`config.mk`:
```
export PLATFORM = sky130hd
export DESIGN_NAME = dwe_ctrl
export DESIGN_NICKNAME = d
export VERILOG_FILES = /design/src/hdl/dwe_pkg.sv /design/src/hdl/dwe_ctrl.sv
export SDC_FILE = /design/constraint.sdc
export NUM_CORES = 1
export LEC_CHECK = 0
export ABC_AREA = 0
export BUFFER_PORTS_ARGS = -buffer_cell sky130_fd_sc_hd__buf_2
export CORE_AREA = 2 2 39 41
export CTS_BUF_LIST = sky130_fd_sc_hd__clkbuf_4
export DETAILED_ROUTE_END_ITERATION = 7
export DIE_AREA = 0 0 41 43
export GPL_TIMING_DRIVEN = 1
export HOLD_SLACK_MARGIN = 0.15
export PLACE_DENSITY = 0.31
export REMOVE_ABC_BUFFERS = 1
export SLEW_MARGIN = 0
export SYNTH_ARGS = -nofsm -noshare
export SYNTH_HDL_FRONTEND = slang
export SYNTH_SLANG_ARGS = --single-unit
```
`constraint.sdc`:
```
create_clock -name clock -period 2.8 [get_ports clock]
set_clock_uncertainty 0.15 [all_clocks]
set_input_delay 0.42 -clock clock [delete_from_list [all_inputs] [get_ports clock]]
set_output_delay 0.42 -clock clock [all_outputs]
set_load 0.05 [all_outputs]
```
`src/hdl/dwe_pkg.sv`:
```
package dwe_pkg;

   localparam int DICT_BYTES_DEF = 2048;
   localparam int DICT_WORDS_DEF = 256;
   localparam int WORD_MAX_DEF   = 64;

   localparam logic [7:0] CODE_STREAM_END = 8'h00;
   localparam logic [7:0] CODE_MARK       = 8'hFF;
   localparam logic [7:0] CODE_HIGH       = 8'h80;

   typedef enum logic [2:0] {
      KIND_CHAR       = 3'd0,
      KIND_NAME_END   = 3'd1,
      KIND_STREAM_END = 3'd2,
      KIND_BAD_INDEX  = 3'd3,
      KIND_OVERFLOW   = 3'd4
   } kind_type;

   typedef enum logic [1:0] {
      ST_IDLE,
      ST_TABLE,
      ST_CHAR
   } state_type;

   typedef struct packed {
      logic take_byte;
      logic load_start;
      logic emit_bad;
      logic emit_char;
   } cmd_type;

   typedef struct packed {
      logic out_free;
      logic start_expand;
      logic start_bad;
      logic char_last;
   } status_type;

endpackage

```
`src/hdl/dwe_ctrl.sv`:
```
module dwe_ctrl
   import dwe_pkg::*;
(
   input  logic       clock,
   input  logic       reset,
   input  logic       req_valid,
   input  status_type status,
   output cmd_type    cmd
);

   state_type state_ff;
   state_type state_in;

   always_ff @(posedge clock) begin
      if (reset) begin
         state_ff <= ST_IDLE;
      end else begin
         state_ff <= state_in;
      end
   end

   always_comb begin
      state_in = state_ff;
      case (state_ff)
         ST_IDLE: begin
            if (req_valid && status.out_free && status.start_expand) begin
               state_in = ST_TABLE;
            end
         end
         ST_TABLE: begin
            if (!status.start_bad) begin
               state_in = ST_CHAR;
            end else if (status.out_free) begin
               state_in = ST_IDLE;
            end
         end
         ST_CHAR: begin
            if (status.out_free && status.char_last) begin
               state_in = ST_IDLE;
            end
         end
         default: begin
            state_in = ST_IDLE;
         end
      endcase
   end

   always_comb begin
      cmd = '0;
      case (state_ff)
         ST_IDLE: begin
            cmd.take_byte = status.out_free;
         end
         ST_TABLE: begin
            cmd.load_start = !status.start_bad;
            cmd.emit_bad   = status.start_bad && status.out_free;
         end
         ST_CHAR: begin
            cmd.emit_char = status.out_free;
         end
         default: begin
            cmd = '0;
         end
      endcase
   end

endmodule

```
==> results.md, run 1 <==
* Outcome: completed
* Worst-path fanout max at 4
* Hold Crit Class: input port to flop
* CP required at 2.23 ns
* Layout cell share with drive strength beyond 1 at 55.56%
* FP Rows at 14
* Max Slew Vio Count at 0
* Leakage power at 0.09757 nW
* # clock sinks at 2
* DRT iter0 DRCs at 0
* CTS root buf: clkbuf_4
* Final Setup Violations at 0
* Routed vias/inst at 3.791
* Avg Cell Area, Syn at 8.175 um2
* Final-report hold violation count at 0
* Num ports at 11
* Antenna violations before repair at 0
* Total track usage at 5.806%
* Placer Congestion at 0.4979
* Worst R2R Setup Slack at 1.79 ns
* Post_cts resized at 0
* Layout net count at 36
* RSZ-0062 raised after global routing: false
* Actual slew at the worst max-slew pin at 0.2517 ns
* Final Cycle Share at 61.76%
* Setup TNS at 0 ns
* Max_slew headroom at 83.33%
* Starting Density at 8.861%
* Largest regs: state_ff: 2 flops
* Dpl hpwl at 314.7 um
* DRT antenna net count at 0
* Clock transition at path regs at 0.03 ns
* Drt drc at 0
* Type of destination of the critical path: output pin
* Pwr/cell area at 528.0 mW/mm2
* Hold_buf cts at 0
* Sequential share of the synthesized area at 32.65%
* Synth Cell Area at 122.6 um2
* Horiz. Die Dim at 41 um
* Final non-filler cell total at 43
* Most frequent cells in the layout: 10 x buf_2, 3 x clkbuf_4, 2 x nand2_1, 2 x dfxtp_1
* CTS tree: yes
* Fmax at 578.3 MHz
* Setup CP Type: flop to output pin
* Routed vias at 163
* Core ar. at 0.001384 mm2
* Final wirelength at 397 um
* Area grow syn2layout at 69.39%
* YS warnings at 0
* Synthesis-stage register bit count at 2
* Tmin final at 1.729 ns
* Max rail drop VDD at 148.5 uV
* Largest net degree at the start of global routing at 7
* Mapped Cells at 15
* Total CTS buffers at 3
* Crit start category: flop
* First-pass GRT wire length at 572 um
* Worst-Skew Late Latency at 0.22 ns
* N_diodes at 0
* CP arrival at 1.16 ns
* Max Cap Viol at 0
* Die Area at 0.001763 mm2
* Die Height at 43 um
* CTS H-Tree Depth at 1
* Max FFs per register at 2
* Setup bufs post-CTS at 0
* Vias in the first global route at 139
* Max Root-Sink Buffers at 2
* WL/cell at 9.233 um
* Distinct cells, synth at 13
* Drt first pass iters at 1
* DP Cell Count at 40
* Port-buffer cells at 10
* GRT overflow at 0
* Top reg by flops: state_ff
* Commonest non-fill, non-tap cell in the layout: buf_2
==> cells by family after synthesis <==
logic type / synth area share (%)
AND/OR/NAND/NOR: 46.94
flip-flops: 32.65
AO/OA/AOI/OAI: 11.23
buffers and inverters: 9.183
==> per-layer routing <==
layer	part of all wire [%]	up-vias	track usage, %
met2	38	10	6.563
li1	-	79	-
met4	1.8	0	10.00
met5	0	-	0
met3	13	2	3.141
met1	48	72	5.096
==> critical path, stage by stage, from the launching register on <==
cell     delay (ns)
dfxtp_1        0.36
inv_1          0.09
nor3_1         0.20
buf_2          0.29
==> stage by stage <==
| step | utilization [%] | setup WS (ns) | hold WS, ns | power [mW] | cell area [um2] |
|---|---|---|---|---|---|
| after floorplan | - | 0.6644 | 0.3335 | 0.04015 | 115.1 |
| final | 15.01 | 1.071 | 0.2276 | 0.1097 | 207.7 |
| after CTS | 15.01 | 1.057 | 0.2187 | 0.1134 | 207.7 |
| after global placement | 13.38 | 1.211 | 0.3769 | 0.04761 | 185.2 |
| after detailed placement | 13.38 | 1.195 | 0.3732 | 0.04793 | 185.2 |
| after global routing | 15.01 | 0.9632 | 0.2109 | 0.1228 | 207.7 |
==> cells in the mapped netlist (all sizes together) <==
cell / instances / share of area, %
a211oi: 1 / 6.1
nor2: 1 / 3.1
nor3: 1 / 4.1
inv: 1 / 3.1
buf: 1 / 6.1
nor3b: 2 / 16
dfxtp: 2 / 33
a31oi: 1 / 5.1
nand3b: 1 / 6.1
nand4: 1 / 5.1
nand2: 2 / 6.1
and3: 1 / 6.1
==> power breakdown <==
| group | internal, mW | switching [mW] | total [mW] | leakage [nW] |
|---|---|---|---|---|
| clock network | 0.0472 | 0.0150 | 0.0622 | 0.0138 |
| registers | 0.0295 | 0.000878 | 0.0304 | 0.0162 |
| logic | 0.00626 | 0.0109 | 0.0171 | 0.0675 |
| total | 0.0829 | 0.0267 | 0.110 | 0.0976 |
==> area by class of cell <==
type | count | area, um2
Clock buffer | 3 | 22.52
Timing Repair Buffer | 10 | 50.05
Tap cell | 16 | 20.02
Inverter | 1 | 3.754
Multi-Input combinational cell | 11 | 71.32
Sequential cell | 2 | 40.04
Fill cell | 164 | 1176
==> worst paths after layout <==
kind,startpoint,cells after the start,end
max,state_ff[0]$_SDFFE_PP0P_,3,cmd[1]
min,reset,2,state_ff[1]$_SDFFE_PP0P_
max reg2reg,state_ff[0]$_SDFFE_PP0P_,3,state_ff[0]$_SDFFE_PP0P_
min reg2reg,state_ff[0]$_SDFFE_PP0P_,2,state_ff[0]$_SDFFE_PP0P_
(Power assumes the default switching activity.)
==> run 2, diff against run 1 <==
clock period = 1.63 ns   (was 2.8 ns; I/O delays follow)
==> run 2 against run 1 <==
  * First-iteration DRC count grew 1
  * Sequential cell count is the same
  * Register-to-register slack lost 1.1 ns
  * Total power grew 72%
  * Clock-buffer cell count is the same
  * Non-clock buffer count grew 1
  * Critical endpoint unchanged
  * Cell count grew 2.3%
==> results.md, run 2 (synthesis gave the netlist of run 1 again) <==
* Drt drc at 0 (unchanged)
* Placer Congestion at 0.5275 (was 0.4979)
* CTS tree: yes (unchanged)
* Die Height at 43 um (unchanged)
* Crit start category: flop (unchanged)
* Most frequent cells in the layout: 10 x buf_2, 3 x clkbuf_4, 2 x nand2_1, 2 x dfxtp_1 (unchanged)
* Routed vias at 161 (was 163)
* Total CTS buffers at 3 (unchanged)
* # clock sinks at 2 (unchanged)
* WL/cell at 8.841 um (was 9.233 um)
* Top reg by flops: state_ff (unchanged)
* Max rail drop VDD at 249.4 uV (was 148.5 uV)
* Fill count at 154 (was 164)
* Port-buffer cells at 10 (unchanged)
* FP Rows at 14 (unchanged)
* Actual slew at the worst max-slew pin at 0.2521 ns (was 0.2517 ns)
* Drt first pass iters at 4 (was 1)
* Total track usage at 5.506% (was 5.806%)
* CTS root buf: clkbuf_4 (unchanged)
* Hold Crit Class: input port to flop (unchanged)
* Max FFs per register at 2 (unchanged)
* DRT iter0 DRCs at 1 (was 0)
* Layout cell share with drive strength beyond 1 at 53.57% (was 55.56%)
* Type of destination of the critical path: output pin (unchanged)
* Max Slew Vio Count at 0 (unchanged)
* Pwr/cell area at 867.4 mW/mm2 (was 528.0 mW/mm2)
* CP required at 1.24 ns (was 2.23 ns)
* Commonest non-fill, non-tap cell in the layout: buf_2 (unchanged)
* First-pass GRT wire length at 517 um (was 572 um)
* CP arrival at 1.12 ns (was 1.16 ns)
* Max_slew headroom at 83.31% (was 83.33%)
* DP Worst Slack at 0.3394 ns (was 1.195 ns)
* Max Root-Sink Buffers at 2 (unchanged)
* Hold Startpoint: req_valid (was reset)
* Outcome: completed (unchanged)
* Post_cts resized at 0 (unchanged)
* Largest regs: state_ff: 2 flops (unchanged)
* RSZ-0062 raised after global routing: false (unchanged)
* Antenna violations before repair at 0 (unchanged)
* Setup TNS at 0 ns (unchanged)
* Clock transition at path regs at 0.03 ns (about the same)
* Max Cap Viol at 0 (unchanged)
* Worst-path fanout max at 4 (unchanged)
* Die Area at 0.001763 mm2 (unchanged)
* Area of the multi-input gates at 71.32 um2 (unchanged)
* Final Setup Violations at 0 (unchanged)
* Setup CP Type: flop to output pin (unchanged)
* Num ports at 11 (unchanged)
* Final worst slack at 0.1146 ns (was 1.071 ns)
* Reg2reg start: state_ff[1]$_SDFFE_PP0P_ (was state_ff[0]$_SDFFE_PP0P_)
* Register Area at 40.04 um2 (unchanged)
* CP startpoint: state_ff[0]$_SDFFE_PP0P_ (unchanged)
* N_diodes at 0 (unchanged)
* Worst-Skew Late Latency at 0.22 ns (about the same)
* Horiz. Die Dim at 41 um (unchanged)
* GRT overflow at 0 (unchanged)
* Final wirelength at 389 um (was 397 um)
* Routed vias/inst at 3.659 (was 3.791)
* Layout net count at 37 (was 36)
* Vias in the first global route at 133 (was 139)
* Starting Density at 8.861% (unchanged)
* Area grow syn2layout at 77.55% (was 69.39%)
* DRT antenna net count at 0 (unchanged)
* CTS H-Tree Depth at 1 (unchanged)
* Leakage power at 0.1017 nW (was 0.09757 nW)
* Core ar. at 0.001384 mm2 (unchanged)
* Fmax at 659.9 MHz
* Tmin final at 1.515 ns
* Final Cycle Share at 92.97%
* Largest net degree at the start of global routing at 7 (unchanged)
* Final-report hold violation count at 0 (unchanged)
[run 2: cell types whose count changed in the layout (fill, tap and decap cells not counted), sizes merged]
cell,before,now
dlygate4sd3,0,1
[run 2: timing repair]
action | 4_1_cts | 5_1_grt
hold endpoints to repair | 2 | 0
hold buffers | 1 | 0
buffers inserted | 0 | 0
[run 2: critical path, cell delays in order (launching register included)]
cell and delay [ns]:
dfxtp_1 0.35, inv_1 0.09, nor3_1 0.18, buf_2 0.29
[run 2: final cells by class]
cell class | instances | area share (%)
sequential | 2 | 18.39
tap | 16 | 9.195
timing repair buffer | 11 | 27.59
inverter | 1 | 1.724
multi-input combinational | 11 | 32.76
clock buffer | 3 | 10.34
[run 2: worst paths after layout]
path	to	slack [ns]	depth (start not counted)
max	cmd[1]	0.11	3
min	state_ff[0]$_SDFFE_PP0P_	0.17	3
max reg2reg	state_ff[1]$_SDFFE_PP0P_	0.66	3
min reg2reg	state_ff[0]$_SDFFE_PP0P_	0.38	2
[run 2: through the flow]
step	utilization (%)	cell area, um2	std cells	total power [mW]	hold slack [ns]
after floorplan	-	115.1	14	0.06897	0.1669
after global placement	13.38	185.2	40	0.08192	0.2741
after detailed placement	13.38	185.2	40	0.08231	0.2768
after CTS	15.73	217.7	44	0.1970	0.1702
after global routing	15.73	217.7	44	0.2047	0.1831
final	15.73	217.7	44	0.1888	0.1741
[run 2: where the power goes]
part	total (mW)	leakage (nW)	internal (mW)	switching, mW
clock network	0.105	0.0138	0.0809	0.0244
logic	0.0313	0.0717	0.0123	0.0190
registers	0.0522	0.0162	0.0507	0.00151
[run 2: per-layer routing]
layer  vias to the layer above  global-route usage (%)  routed length [um]
met5                         -                       0                   0
met4                         0                   8.000                   7
met3                         2                   4.712                  62
met2                        12                   5.938                 146
met1                        66                   4.777                 172
li1                         81                       -                   -
